==> config.mk <==
export PLATFORM = sky130hd
export DESIGN_NAME = flash_log_ring_pointer_manager_top
export DESIGN_NICKNAME = d
export VERILOG_FILES = /design/src/flrpm_pkg.sv /design/src/flrpm_succ_unit.sv /design/src/flash_log_ring_pointer_manager_top.sv
export VERILOG_INCLUDE_DIRS = /design/src /design/src/src
export SDC_FILE = /design/constraint.sdc
export NUM_CORES = 1
export LEC_CHECK = 0
export BUFFER_PORTS_ARGS = -buffer_cell sky130_fd_sc_hd__buf_4
export CORE_UTILIZATION = 54
export DETAILED_ROUTE_END_ITERATION = 6
export PLACE_DENSITY = 0.77
export SLEW_MARGIN = 30
export SYNTH_ARGS = -nofsm -noshare
export SYNTH_HDL_FRONTEND = slang
export SYNTH_SLANG_ARGS = --single-unit
==> constraint.sdc <==
create_clock -name clock -period 12.1 [get_ports clock]
set_input_delay 2.42 -clock clock [delete_from_list [all_inputs] [get_ports clock]]
set_output_delay 2.42 -clock clock [all_outputs]
set_load 0.03 [all_outputs]
==> src/flash_log_ring_pointer_manager_top_assert.svh <==
// ----------------------------------------------------------------------------
// Flash log ring pointer manager assertion macros
// Concurrent assertion helpers for the top level, clocked on clock and
// disabled during reset. They expand to nothing in synthesis.
// ----------------------------------------------------------------------------
`ifndef FLASH_LOG_RING_POINTER_MANAGER_TOP_ASSERT_SVH
`define FLASH_LOG_RING_POINTER_MANAGER_TOP_ASSERT_SVH
`ifndef SYNTHESIS
// Same-cycle implication.
`define FLRPM_ASSERT_IMPLY(label, ante, cons) \
   label: assert property (@(posedge clock) disable iff (reset) (ante) |-> (cons)) \
      else $error("flrpm: same-cycle check failed");
// Next-cycle implication.
`define FLRPM_ASSERT_NEXT(label, ante, cons) \
   label: assert property (@(posedge clock) disable iff (reset) (ante) |=> (cons)) \
      else $error("flrpm: next-cycle check failed");
`else
`define FLRPM_ASSERT_IMPLY(label, ante, cons)
`define FLRPM_ASSERT_NEXT(label, ante, cons)
`endif
`endif

==> src/flrpm_pkg.sv <==
// ----------------------------------------------------------------------------
// Flash log ring pointer manager package
// Shared constants, codes and payload types of the ring pointer manager.
// ----------------------------------------------------------------------------
package flrpm_pkg;

   localparam int MAX_SECTORS      = 512;
   localparam int PAGES_PER_SECTOR = 16;
   localparam int COUNT_MAX        = 8192;

   localparam int SECTOR_W = 9;
   localparam int RING_W   = 10;
   localparam int PAGE_W   = 4;
   localparam int COUNT_W  = 14;
   localparam int LIMIT_W  = 8;
   localparam int NUM_LANES = 3;
   localparam int CNT_W    = $clog2(RING_W);
   localparam int CSR_AW   = 3;
   localparam int CSR_DW   = 32;

   // Successor lanes of the recompute unit.
   localparam int LANE_HEAD = 0;
   localparam int LANE_TAIL = 1;
   localparam int LANE_READ = 2;

   typedef enum logic [2:0] {
      MODE_TICK       = 3'd0,
      MODE_APPEND     = 3'd1,
      MODE_CLEAR      = 3'd2,
      MODE_ITER_BEGIN = 3'd3,
      MODE_ITER_NEXT  = 3'd4
   } mode_type;

   typedef enum logic [1:0] {
      ST_OK     = 2'd0,
      ST_BUSY   = 2'd1,
      ST_REJECT = 2'd2,
      ST_DONE   = 2'd3
   } status_type;

   typedef enum logic [2:0] {
      CMD_NONE         = 3'd0,
      CMD_SECTOR_ERASE = 3'd1,
      CMD_PROGRAM      = 3'd2,
      CMD_READ         = 3'd3,
      CMD_CHIP_ERASE   = 3'd4
   } command_type;

   typedef enum logic [1:0] {
      PH_NONE   = 2'd0,
      PH_REQ    = 2'd1,
      PH_FLIGHT = 2'd2
   } phase_type;

   typedef enum logic {
      REG_SECTOR_COUNT  = 1'b0,
      REG_PAYLOAD_LIMIT = 1'b1
   } reg_index_type;

   typedef struct packed {
      logic [2:0]  mode;
      logic [7:0]  payload_len;
      logic [7:0]  record_type;
      logic [31:0] timestamp_ms;
      logic        flash_busy;
      logic        erase_accepted;
      logic        program_ok;
   } req_type;

   typedef struct packed {
      logic [1:0]          status;
      logic [2:0]          command;
      logic [SECTOR_W-1:0] cmd_sector;
      logic [PAGE_W-1:0]   cmd_page;
      logic [31:0]         record_seq;
      logic [31:0]         record_time;
      logic [7:0]          record_len;
      logic [7:0]          record_kind;
      logic [COUNT_W-1:0]  stored_count;
      logic [COUNT_W-1:0]  read_remaining;
   } rsp_type;

   // Request to the successor recompute unit.
   typedef struct packed {
      logic                                start;
      logic [RING_W-1:0]                   ring;
      logic [NUM_LANES-1:0][RING_W-1:0]    num;
   } succ_req_type;

   // Answer of the successor recompute unit.
   typedef struct packed {
      logic                                busy;
      logic                                done;
      logic [NUM_LANES-1:0][SECTOR_W-1:0]  rem;
   } succ_rsp_type;

endpackage

==> src/flrpm_succ_unit.sv <==
// ----------------------------------------------------------------------------
// Flash log ring successor recompute unit
// Computes (pointer + 1) mod ring size for three pointers in parallel with a
// restoring remainder, one numerator bit per cycle.
// ----------------------------------------------------------------------------
module flrpm_succ_unit
   import flrpm_pkg::*;
(
   input  logic         clock,
   input  logic         reset,
   input  succ_req_type succ_req,
   output succ_rsp_type succ_rsp
);

   logic                             busy_ff, busy_in;
   logic                             done_ff, done_in;
   logic [CNT_W-1:0]                 cnt_ff, cnt_in;
   logic [RING_W-1:0]                ring_ff, ring_in;
   logic [NUM_LANES-1:0][RING_W-1:0] num_ff, num_in;
   logic [NUM_LANES-1:0][RING_W-1:0] rem_ff, rem_in;
   logic [NUM_LANES-1:0][RING_W:0]   shifted;

   always_comb begin
      busy_in = busy_ff;
      done_in = 1'b0;
      cnt_in  = cnt_ff;
      ring_in = ring_ff;
      num_in  = num_ff;
      rem_in  = rem_ff;
      for (int i = 0; i < NUM_LANES; i++) begin
         shifted[i] = {rem_ff[i], num_ff[i][RING_W-1]};
      end
      if (succ_req.start) begin
         busy_in = 1'b1;
         cnt_in  = CNT_W'(RING_W - 1);
         ring_in = succ_req.ring;
         num_in  = succ_req.num;
         rem_in  = '0;
      end else if (busy_ff) begin
         for (int i = 0; i < NUM_LANES; i++) begin
            num_in[i] = {num_ff[i][RING_W-2:0], 1'b0};
            if (shifted[i] >= {1'b0, ring_ff}) begin
               rem_in[i] = RING_W'(shifted[i] - {1'b0, ring_ff});
            end else begin
               rem_in[i] = shifted[i][RING_W-1:0];
            end
         end
         if (cnt_ff == '0) begin
            busy_in = 1'b0;
            done_in = 1'b1;
         end else begin
            cnt_in = cnt_ff - CNT_W'(1);
         end
      end
   end

   always_ff @(posedge clock) begin
      if (reset) begin
         busy_ff <= 1'b0;
         done_ff <= 1'b0;
      end else begin
         busy_ff <= busy_in;
         done_ff <= done_in;
      end
      cnt_ff  <= cnt_in;
      ring_ff <= ring_in;
      num_ff  <= num_in;
      rem_ff  <= rem_in;
   end

   // An empty ring maps every successor to sector zero.
   always_comb begin
      succ_rsp.busy = busy_ff | done_ff;
      succ_rsp.done = done_ff;
      for (int i = 0; i < NUM_LANES; i++) begin
         if (ring_ff == '0) begin
            succ_rsp.rem[i] = '0;
         end else begin
            succ_rsp.rem[i] = rem_ff[i][SECTOR_W-1:0];
         end
      end
   end

endmodule

==> src/flash_log_ring_pointer_manager_top.sv <==
// ----------------------------------------------------------------------------
// Flash log ring pointer manager
// Head, tail, sequence, record count, pre-erase scheduler and read iterator of
// a ring of flash sectors used as a circular log.
// ----------------------------------------------------------------------------
// The block takes one event item per clock cycle while req_ready is high and
// returns exactly one result item for each, in order, from the output
// register. All pointer and scheduler updates happen in a single registered
// pass, so the sustained rate is one item per cycle while req_ready is high.
// Results go through a two-entry output buffer (output register plus skid
// register), so an item is still taken while one result waits on a stalled
// consumer; the buffer holds back input only when both entries are full. The
// block keeps the ring successor of the head, tail and read pointers in
// registers so that no modulo is needed on the event path. A write to the
// sector count register starts a recompute of those successors: req_ready is
// low in the access cycle of such a write and while a bit-serial remainder
// unit works through the ten numerator bits. Writes to payload_limit cost nothing.
// Register map: the sector count at byte address 0, payload_limit at 4; paddr
// bits below bit two are ignored.
// ----------------------------------------------------------------------------
`include "flash_log_ring_pointer_manager_top_assert.svh"

module flash_log_ring_pointer_manager_top
   import flrpm_pkg::*;
(
   input  logic              clock,
   input  logic              reset,
   // Event items
   input  logic              req_valid,
   output logic              req_ready,
   input  req_type           req_data,
   // Result items
   output logic              rsp_valid,
   input  logic              rsp_ready,
   output rsp_type           rsp_data,
   // Configuration port
   input  logic              csr_psel,
   input  logic              csr_penable,
   input  logic              csr_pwrite,
   input  logic [CSR_AW-1:0] csr_paddr,
   input  logic [CSR_DW-1:0] csr_pwdata,
   output logic [CSR_DW-1:0] csr_prdata,
   output logic              csr_pready
);

   // Configuration registers.
   logic [RING_W-1:0]   sector_count_ff;
   logic [LIMIT_W-1:0]  payload_limit_ff;
   logic                csr_write;
   logic                sectors_write;
   logic                recompute_ff;

   // Ring state.
   logic [SECTOR_W-1:0] head_sector_ff, head_sector_in;
   logic [PAGE_W:0]     head_page_ff, head_page_in;
   logic [SECTOR_W-1:0] head_next_ff, head_next_in;
   logic [SECTOR_W-1:0] tail_sector_ff, tail_sector_in;
   logic [SECTOR_W-1:0] tail_next_ff, tail_next_in;
   logic [31:0]         next_sequence_ff, next_sequence_in;
   logic [COUNT_W-1:0]  record_total_ff, record_total_in;
   logic [SECTOR_W-1:0] erase_target_ff, erase_target_in;
   phase_type           erase_phase_ff, erase_phase_in;
   logic [SECTOR_W-1:0] read_sector_ff, read_sector_in;
   logic [SECTOR_W-1:0] read_next_ff, read_next_in;
   logic [PAGE_W-1:0]   read_page_ff, read_page_in;
   logic [COUNT_W-1:0]  read_left_ff, read_left_in;

   // Step logic.
   logic [RING_W-1:0]   ring;
   logic                pump_erase;
   phase_type           pumped_phase;
   logic                blocked;
   logic                accept;
   rsp_type             result;

   // Output buffer.
   logic                out_valid_ff;
   rsp_type             out_data_ff;
   logic                skid_valid_ff;
   rsp_type             skid_data_ff;
   logic                pop;

   // Successor recompute unit.
   succ_req_type        succ_req;
   succ_rsp_type        succ_rsp;

   // Successor of a sector that already lies inside the ring.
   function automatic logic [SECTOR_W-1:0] ring_succ(
      input logic [SECTOR_W-1:0] sector,
      input logic [RING_W-1:0]   size
   );
      logic [RING_W-1:0] bumped;
      bumped = {1'b0, sector} + RING_W'(1);
      if ((size == '0) || (bumped == size)) begin
         return '0;
      end
      return bumped[SECTOR_W-1:0];
   endfunction

   // ------------------------------------------------------------------------
   // Configuration port
   // ------------------------------------------------------------------------
   assign csr_pready    = 1'b1;
   assign csr_write     = csr_psel & csr_penable & csr_pwrite & csr_pready;
   assign sectors_write = csr_write & (reg_index_type'(csr_paddr[2]) == REG_SECTOR_COUNT);

   always_comb begin
      case (reg_index_type'(csr_paddr[2]))
         REG_SECTOR_COUNT:  csr_prdata = CSR_DW'(sector_count_ff);
         REG_PAYLOAD_LIMIT: csr_prdata = CSR_DW'(payload_limit_ff);
         default:           csr_prdata = '0;
      endcase
   end

   always_ff @(posedge clock) begin
      if (reset) begin
         sector_count_ff  <= RING_W'(MAX_SECTORS);
         payload_limit_ff <= LIMIT_W'(240);
         recompute_ff     <= 1'b0;
      end else begin
         recompute_ff <= sectors_write;
         if (csr_write) begin
            case (reg_index_type'(csr_paddr[2]))
               REG_SECTOR_COUNT:  sector_count_ff  <= csr_pwdata[RING_W-1:0];
               REG_PAYLOAD_LIMIT: payload_limit_ff <= csr_pwdata[LIMIT_W-1:0];
               default: ;
            endcase
         end
      end
   end

   // Sector counts above the supported maximum behave as the maximum.
   assign ring = (sector_count_ff > RING_W'(MAX_SECTORS)) ? RING_W'(MAX_SECTORS)
                                                         : sector_count_ff;

   // The recompute starts the cycle after the write, once the new size is in.
   always_comb begin
      succ_req.start           = recompute_ff;
      succ_req.ring            = ring;
      succ_req.num[LANE_HEAD]  = {1'b0, head_sector_ff} + RING_W'(1);
      succ_req.num[LANE_TAIL]  = {1'b0, tail_sector_ff} + RING_W'(1);
      succ_req.num[LANE_READ]  = {1'b0, read_sector_ff} + RING_W'(1);
   end

   flrpm_succ_unit u_succ (
      .clock    (clock),
      .reset    (reset),
      .succ_req (succ_req),
      .succ_rsp (succ_rsp)
   );

   // ------------------------------------------------------------------------
   // Event handshake
   // ------------------------------------------------------------------------
   assign req_ready = ~skid_valid_ff & ~recompute_ff & ~succ_rsp.busy & ~sectors_write;
   assign accept    = req_valid & req_ready;

   // ------------------------------------------------------------------------
   // One event: pump, head advance, program, clear and iteration
   // ------------------------------------------------------------------------
   always_comb begin
      head_sector_in   = head_sector_ff;
      head_page_in     = head_page_ff;
      head_next_in     = head_next_ff;
      tail_sector_in   = tail_sector_ff;
      tail_next_in     = tail_next_ff;
      next_sequence_in = next_sequence_ff;
      record_total_in  = record_total_ff;
      erase_target_in  = erase_target_ff;
      erase_phase_in   = erase_phase_ff;
      read_sector_in   = read_sector_ff;
      read_next_in     = read_next_ff;
      read_page_in     = read_page_ff;
      read_left_in     = read_left_ff;
      result           = '0;
      result.status    = ST_OK;
      result.command   = CMD_NONE;
      blocked          = 1'b0;

      // The erase pump issues a pending erase, or retires one in flight once
      // the device goes idle. It does nothing without a device.
      pump_erase   = (ring != '0) && (erase_phase_ff == PH_REQ);
      pumped_phase = erase_phase_ff;
      if (ring != '0) begin
         if ((erase_phase_ff == PH_REQ) && req_data.erase_accepted) begin
            pumped_phase = PH_FLIGHT;
         end else if ((erase_phase_ff == PH_FLIGHT) && !req_data.flash_busy) begin
            pumped_phase = PH_NONE;
         end
      end

      case (req_data.mode)
         MODE_TICK: begin
            erase_phase_in = pumped_phase;
            if (pump_erase) begin
               result.command    = CMD_SECTOR_ERASE;
               result.cmd_sector = erase_target_ff;
            end
         end
         MODE_APPEND: begin
            if ((req_data.payload_len > payload_limit_ff) || (ring == '0)) begin
               result.status = ST_REJECT;
            end else if (pump_erase) begin
               // The pump owns the device this step; the append must retry.
               erase_phase_in    = pumped_phase;
               result.command    = CMD_SECTOR_ERASE;
               result.cmd_sector = erase_target_ff;
               result.status     = ST_BUSY;
            end else begin
               erase_phase_in = pumped_phase;
               if (head_page_ff >= (PAGE_W + 1)'(PAGES_PER_SECTOR)) begin
                  if ((pumped_phase != PH_NONE) && (erase_target_ff == head_next_ff)) begin
                     // Next sector is still being erased.
                     blocked = 1'b1;
                  end else if ((pumped_phase == PH_NONE) && (head_next_ff != head_sector_ff)) begin
                     // Nothing scheduled yet: ask for the next sector first.
                     erase_target_in = head_next_ff;
                     erase_phase_in  = PH_REQ;
                     blocked         = 1'b1;
                  end else begin
                     head_sector_in = head_next_ff;
                     head_next_in   = ring_succ(head_next_ff, ring);
                     head_page_in   = '0;
                     if (head_next_ff == tail_sector_ff) begin
                        // Head ran onto the tail: the oldest sector is evicted.
                        tail_sector_in = tail_next_ff;
                        tail_next_in   = ring_succ(tail_next_ff, ring);
                        if (record_total_ff >= COUNT_W'(PAGES_PER_SECTOR)) begin
                           record_total_in = record_total_ff - COUNT_W'(PAGES_PER_SECTOR);
                        end
                     end
                     erase_target_in = ring_succ(head_next_ff, ring);
                     erase_phase_in  = PH_REQ;
                  end
               end
               if (blocked || req_data.flash_busy) begin
                  result.status = ST_BUSY;
               end else begin
                  result.command     = CMD_PROGRAM;
                  result.cmd_sector  = head_sector_in;
                  result.cmd_page    = head_page_in[PAGE_W-1:0];
                  result.record_seq  = next_sequence_ff;
                  result.record_time = req_data.timestamp_ms;
                  result.record_len  = req_data.payload_len;
                  result.record_kind = req_data.record_type;
                  if (req_data.program_ok) begin
                     next_sequence_in = next_sequence_ff + 32'd1;
                     head_page_in     = head_page_in + (PAGE_W + 1)'(1);
                     if (record_total_in < COUNT_W'(COUNT_MAX)) begin
                        record_total_in = record_total_in + COUNT_W'(1);
                     end
                  end else begin
                     result.status = ST_BUSY;
                  end
               end
            end
         end
         MODE_CLEAR: begin
            if (req_data.flash_busy) begin
               result.status = ST_BUSY;
            end else begin
               // The sequence number and the read iterator survive a clear.
               result.command  = CMD_CHIP_ERASE;
               head_sector_in  = '0;
               head_page_in    = '0;
               head_next_in    = ring_succ('0, ring);
               tail_sector_in  = '0;
               tail_next_in    = ring_succ('0, ring);
               record_total_in = '0;
               erase_target_in = '0;
               erase_phase_in  = PH_NONE;
            end
         end
         MODE_ITER_BEGIN: begin
            read_sector_in = tail_sector_ff;
            read_next_in   = tail_next_ff;
            read_page_in   = '0;
            read_left_in   = record_total_ff;
         end
         MODE_ITER_NEXT: begin
            if (read_left_ff == '0) begin
               result.status = ST_DONE;
            end else begin
               result.command    = CMD_READ;
               result.cmd_sector = read_sector_ff;
               result.cmd_page   = read_page_ff;
               if (read_page_ff == PAGE_W'(PAGES_PER_SECTOR - 1)) begin
                  read_page_in   = '0;
                  read_sector_in = read_next_ff;
                  read_next_in   = ring_succ(read_next_ff, ring);
               end else begin
                  read_page_in = read_page_ff + PAGE_W'(1);
               end
               read_left_in = read_left_ff - COUNT_W'(1);
            end
         end
         default: begin
            result.status = ST_REJECT;
         end
      endcase

      result.stored_count   = record_total_in;
      result.read_remaining = read_left_in;
   end

   // ------------------------------------------------------------------------
   // State registers
   // ------------------------------------------------------------------------
   always_ff @(posedge clock) begin
      if (reset) begin
         head_sector_ff   <= '0;
         head_page_ff     <= '0;
         head_next_ff     <= SECTOR_W'(1);
         tail_sector_ff   <= '0;
         tail_next_ff     <= SECTOR_W'(1);
         next_sequence_ff <= 32'd1;
         record_total_ff  <= '0;
         erase_target_ff  <= '0;
         erase_phase_ff   <= PH_REQ;
         read_sector_ff   <= '0;
         read_next_ff     <= SECTOR_W'(1);
         read_page_ff     <= '0;
         read_left_ff     <= '0;
      end else if (succ_rsp.done) begin
         // No item is taken while the successors are recomputed.
         head_next_ff <= succ_rsp.rem[LANE_HEAD];
         tail_next_ff <= succ_rsp.rem[LANE_TAIL];
         read_next_ff <= succ_rsp.rem[LANE_READ];
      end else if (accept) begin
         head_sector_ff   <= head_sector_in;
         head_page_ff     <= head_page_in;
         head_next_ff     <= head_next_in;
         tail_sector_ff   <= tail_sector_in;
         tail_next_ff     <= tail_next_in;
         next_sequence_ff <= next_sequence_in;
         record_total_ff  <= record_total_in;
         erase_target_ff  <= erase_target_in;
         erase_phase_ff   <= erase_phase_in;
         read_sector_ff   <= read_sector_in;
         read_next_ff     <= read_next_in;
         read_page_ff     <= read_page_in;
         read_left_ff     <= read_left_in;
      end
   end

   // ------------------------------------------------------------------------
   // Two-entry result buffer. The skid entry fills only when the output
   // register is held by a stalled consumer, and input stops while it is full.
   // ------------------------------------------------------------------------
   assign pop = out_valid_ff & rsp_ready;

   always_ff @(posedge clock) begin
      if (reset) begin
         out_valid_ff  <= 1'b0;
         skid_valid_ff <= 1'b0;
      end else begin
         if (pop) begin
            if (skid_valid_ff) begin
               out_valid_ff  <= 1'b1;
               skid_valid_ff <= 1'b0;
            end else begin
               out_valid_ff <= accept;
            end
         end else if (accept) begin
            if (out_valid_ff) begin
               skid_valid_ff <= 1'b1;
            end else begin
               out_valid_ff <= 1'b1;
            end
         end
      end
   end

   always_ff @(posedge clock) begin
      if (pop && skid_valid_ff) begin
         out_data_ff <= skid_data_ff;
      end else if (accept && (pop || !out_valid_ff)) begin
         out_data_ff <= result;
      end
      if (accept && out_valid_ff && !pop) begin
         skid_data_ff <= result;
      end
   end

   assign rsp_valid = out_valid_ff;
   assign rsp_data  = out_data_ff;

   // ------------------------------------------------------------------------
   // Assertions
   // ------------------------------------------------------------------------
   `FLRPM_ASSERT_IMPLY(a_skid_behind_output, skid_valid_ff, out_valid_ff)
   `FLRPM_ASSERT_IMPLY(a_no_item_during_recompute, succ_rsp.busy, !req_ready)
   `FLRPM_ASSERT_IMPLY(a_head_page_bound, 1'b1, head_page_ff <= (PAGE_W + 1)'(PAGES_PER_SECTOR))
   `FLRPM_ASSERT_NEXT(a_clear_empties_log, accept && (req_data.mode == MODE_CLEAR) && !req_data.flash_busy, (record_total_ff == '0) && (erase_phase_ff == PH_NONE))

endmodule
* After elaboration in Yosys (flattened, before gate mapping)
Index checks and enable logic that the tools add are counted.
** Word-level totals
- Register bits :: 483
- Output and inout bits :: 161
- Input port bits :: 96
- Word-level logic and storage cells :: 335
** Cells by class
- Mux-type cells :: 157
- Bitwise operators :: 20
- Reductions and logical operators :: 54
- Equal/unequal tests :: 32
- $lt $le $gt $ge :: 8
- Add/sub/neg operators :: 16
** Operators with widths (count)
- 9-bit 2-to-1 mux :: 48
- 126-bit 2-to-1 mux :: 2
- 14-bit 2-to-1 mux :: 15
- 9-bit one-hot mux with 2 select lines :: 7
- 96-bit 2-to-1 mux :: 1
- 95-bit 2-to-1 mux :: 1
- 84-bit 2-to-1 mux :: 1
- 80-bit 2-to-1 mux :: 1
- 32-bit one-hot mux with 2 select lines :: 1
- 9-bit by 1-bit adder with 10-bit output (second input constant) :: 6
- 30-bit 2-to-1 mux :: 2
- 14-bit one-hot mux with 2 select lines :: 2
- 5-bit 2-to-1 mux :: 11
- 10-bit 2-to-1 mux :: 5
- 1-bit 2-to-1 mux :: 38
- 11-bit by 10-bit >= comparator with 1-bit output :: 3
- 32-bit by 1-bit adder with 32-bit output (second input constant) :: 1
- 10-bit equality test :: 3
- 10-bit subtractor :: 3
- 3-bit by 2-bit inequality test with 1-bit output (second input constant) :: 9
- 9-bit one-hot mux with 3 select lines :: 1
- 10-bit logical NOT :: 2
- 2-bit 2-to-1 mux :: 10
- 9-bit equality test :: 2
- 52 further kinds :: 112

* Longest topological paths before layout
- Word-level depth :: 23
- Depth in mapped cells :: 15
- Gate-level depth less buffers :: 13

* Modules after synthesis
Synthesis repeated with hierarchy kept, for this count alone.
** Second synthesis, totals
- Cells, all modules :: 2548
- Area total of the unflattened synthesis :: 25658.4 sq um
** Modules (own cells, without submodules)
- flash_log_ring_pointer_manager_top :: cells an instance 2077, times used 1, seq. area each 10670.2 sq um, area an instance 20806.2 sq um
- flrpm_succ_unit :: cells an instance 471, times used 1, seq. area each 1921.8 sq um, area an instance 4852.2 sq um

* Worst setup path after synthesis
Ideal clock, no wire load.
- Path kind :: input -> register
- Start point :: in csr_pwrite
- End point :: reg skid_data_ff[0] in the netlist's numbering (enable)
- Data arrival time :: 9.699 ns
- Setup time :: 0.613 ns
- Path buffers :: 2
- Data required time :: 11.487 ns
- Path slack :: 1.788 ns
- Cell stages on the path :: 6
- Cell sequence :: and4b_1 > nor4_1 > nand2_1 > clkbuf_1 > buf_1 > nor2_1
** On the way
- Cells in the longest elaborated chain, start to end :: 7
** Ends and longest elaborated chain
- from (decl) :: RTL line flash_log_ring_pointer_manager_top.sv:39 : input logic csr_pwrite,
- 1-bit bitwise AND :: RTL line flash_log_ring_pointer_manager_top.sv:104 : assign csr_write = csr_psel & csr_penable & csr_pwrite & csr_pready;
- 1-bit bitwise AND :: RTL line flash_log_ring_pointer_manager_top.sv:105 : assign sectors_write = csr_write & (reg_index_type'(csr_paddr[2]) == REG_SECTOR_COUNT);
- 1-bit inverter :: RTL line flash_log_ring_pointer_manager_top.sv:155 : assign req_ready = ~skid_valid_ff & ~recompute_ff & ~succ_rsp.busy & ~sectors_write;
- 1-bit bitwise AND :: RTL line flash_log_ring_pointer_manager_top.sv:155
- net req_ready :: RTL line flash_log_ring_pointer_manager_top.sv:30 : output logic req_ready,
- 1-bit bitwise AND :: RTL line flash_log_ring_pointer_manager_top.sv:156 : assign accept = req_valid & req_ready;
- 1-bit logical AND (2 in series) :: RTL line flash_log_ring_pointer_manager_top.sv:380 : if (accept && out_valid_ff && !pop) begin
- to (signal assigned) :: RTL line flash_log_ring_pointer_manager_top.sv:381 : skid_data_ff <= result;
- to (decl) :: RTL line flash_log_ring_pointer_manager_top.sv:80 : rsp_type skid_data_ff;
The timed path passes the listed nets, and every way through them passes these cells.
A chain may end at the register's enable or synchronous reset.

* Worst setup path in the final report
- Start point :: in csr_paddr[2]
- End point :: out req_ready
** On the way
- Cells in the longest elaborated chain, start to end :: 4
** Ends and longest elaborated chain
- from (decl) :: RTL line flash_log_ring_pointer_manager_top.sv:40 : input logic [CSR_AW-1:0] csr_paddr,
- 1-bit inverter (no line)
- 1-bit bitwise AND :: RTL line flash_log_ring_pointer_manager_top.sv:105
- 1-bit inverter :: RTL line flash_log_ring_pointer_manager_top.sv:155
- 1-bit bitwise AND :: RTL line flash_log_ring_pointer_manager_top.sv:155
- to (decl) :: RTL line flash_log_ring_pointer_manager_top.sv:30
No other way between the ends.

==> qor.yml <==
status: "finished clean"
track_usage_pct: 27.3
cp_max_fo: 14
design.die.area_mm2: 0.0468
syn_avg_cell_area_um2: 9.99
max_clock_freq_ghz: 0.155
slew_headroom_pct: 28.6
clk_pin_slew_ns: 0.07
clock_path_buffers: 3
postLayoutSetupSlackWorst_ns: 5.66
dr.pass1.iters: 6
wire_per_inst_um: 20.0
antenna_cells: 0
number_of_enable_type_register_cells_in_the_synthesized_netlist: 292
number_of_storage_elements_in_the_synthesis_netlist: 483
first_iter_violations: 1817
grt_pass1_wl_mm: 103
finalClockSkew_ns: 0.0414
ant_nets: 0
whs_ns: 0.476
synthTopCellsByArea: "edfxtp_1 35%, dfxtp_1 15%, mux2_2 5.1%"
gp_routability_congestion: 0.943
ys_seq_area_share_pct: 50.7
cts_tree: "done"
reg2reg_setup_slack_ns: 7.42
cp-start-kind: "input port"
required_ns: 9.68
top_level_ports: 257
period_share_pct: 53.2
synth_largest_area_cell: "edfxtp_1"
placed_cell_area_mm2: 0.0267
design.core.area_mm2: 0.0454
vias_per_cell: 6.04
globalRouteOverflowTotal: 0
slew_at_the_pin_with_the_worst_max_slew_slack_ns: 1.06
synth.lib_cells_used.distinct: 85
clock_insertion_delay_worst_skew_ns: 0.62
static-leakage-power_uw: 0.0115
setup-violations-final: 0
hold_viol: 0
synthMostInstantiatedCell: "edfxtp_1"
setup_tns_final_ns: 0
timing_max_transition_violations_final: 0
cts_max_level: 2
rsz0062_at_grt: "false"
detailroute.via_count: 19629
cts_made_buffers: 50
syn_area_mm2: 0.0248
row_count: 78
fillerInstances: 3585
cts_hold_buffers: 0
hp-class: "flip-flop to flip-flop"
max_cap_viol_count: 0
first_global_vias: 18684
ys.warnings.count: 0
cts_sinks: 483
post_cts_resize_count: 0
die_h_um: 216
area_growth_pct: 14.7
power_density_mw_per_mm2: 146
worst_vdd_ir_mv: 0.112
drive_above_1_share_pct: 17.3
grt_start_max_net_pins: 124
initial_core_util_pct: 54.7
io_buffers: 209
post-route-cell-area_mm2: 0.0285
root_buffer: "clkbuf_16"
drt_wirelength_mm: 64.8
cts_setup_buffers: 0
antenna_found_initial: 0
netlist_top_cells_count: "292 x edfxtp_1, 279 x nor2_1, 221 x nand2_1"
cp.arrival_ns: 4.02
async_flop_share_pct: 0
finish.net_count: 2759
end_kind: "output pin"
synth_flop_cell: "edfxtp_1"
finalCriticalPeriod_ns: 6.44
report.power.total_uw: 4150
route.detailed.drc: 0
postSynthCellCount: 2486
timing_worst_setup_path_type: "input port to output pin"
dpl.hpwl_mm: 44.2
preCtsSetupSlack_ns: 5.46
area_fraction_of_the_dominant_cell_type_after_synthesis_pct: 35.3
die-width_um: 216
-- worst max-delay path, cell delays in order --
cell	delay, ns
buf_4	0.19
and4b_1	0.42
nor4_2	0.70
buf_4	0.28
-- power by group --
| part | total [uW] | switching, uW | internal, uW |
|---|---|---|---|
| combinational | 571 | 354 | 216 |
| clock | 1650 | 679 | 974 |
| sequential | 1930 | 86.6 | 1840 |
-- through the flow --
step                      utilization [%]  std cells
final                                62.8       3249
after detailed placement             58.8       3155
after floorplan                         -       2507
after global routing                 62.8       3249
after global placement               58.7       3154
after CTS                            62.7       3249
-- placed cells by master (no fill, tap or decap), drive strengths merged, types with 53 or more instances in the layout --
master / n
xor2: 70
dfxtp: 191
nand2: 221
o21ai: 103
nand3: 73
xnor2: 72
inv: 91
ha: 53
and3: 106
buf: 230
nor3: 58
nor2: 279
a21oi: 140
mux2: 115
clkbuf: 59
edfxtp: 292
-- flip-flops by register name, summed over array words and instances (netlist names), 2 cells and up --
register          cells
u_succ.cnt_ff         4
u_succ.num_ff        30
sector_count_ff      10
record_total_ff      14
read_sector_ff        9
erase_phase_ff        2
read_page_ff          4
skid_data_ff        126
read_left_ff         14
payload_limit_ff      8
tail_sector_ff        9
u_succ.ring_ff       10
next_sequence_ff     32
read_next_ff          9
tail_next_ff          9
u_succ.rem_ff        30
rsp_data            126
head_next_ff          9
head_page_ff          5
head_sector_ff        9
erase_target_ff       9
-- layer usage --
metal / track usage [%] / vias to the layer above / share of wire, %
met5: 0 / - / 0
met4: 10.7 / 0 / 3.1
met3: 3.80 / 132 / 6.9
met2: 44.0 / 773 / 48
met1: 37.3 / 9514 / 42
li1: - / 9210 / -
-- final timing paths --
kind                                    startpoint  depth (start not counted)                                to
setup / recovery                      csr_paddr[2]                          4                         req_ready
hold / removal    payload_limit_ff[3]$_SDFFE_PP0P_                          2  payload_limit_ff[3]$_SDFFE_PP0P_
setup reg to reg           recompute_ff$_SDFF_PP0_                         11            rsp_data[42]$_DFFE_PP_
hold reg to reg   payload_limit_ff[3]$_SDFFE_PP0P_                          2  payload_limit_ff[3]$_SDFFE_PP0P_
-- cell type report --
cell class / count / area [um^2] / share of cell area (%)
multi-input cells: 1753 / 11300 / 39.5
clock buffers: 59 / 1340 / 4.70
clock inverters: 35 / 454 / 1.59
repair buffers: 230 / 1750 / 6.15
flip-flops and latches: 483 / 12600 / 44.2
well taps: 600 / 751 / 2.64
inverters: 89 / 334 / 1.17
-- kinds of logic (layout without fill, tap and decap cells) --
| group | count (synthesis) | count (layout) | share of synthesized area, % |
|---|---|---|---|
| fa+ha+maj | 57 | 57 | 2.95 |
| simple gates | 921 | 921 | 18.1 |
| flops | 483 | 483 | 50.7 |
| compound gates | 458 | 458 | 11.9 |
| other cells | 2 | 23 | 0.0303 |
| buf+inv | 271 | 413 | 4.57 |
| mux | 151 | 151 | 6.70 |
| xor+xnor | 143 | 143 | 5.10 |
Power figures use the tool's default switching activity.
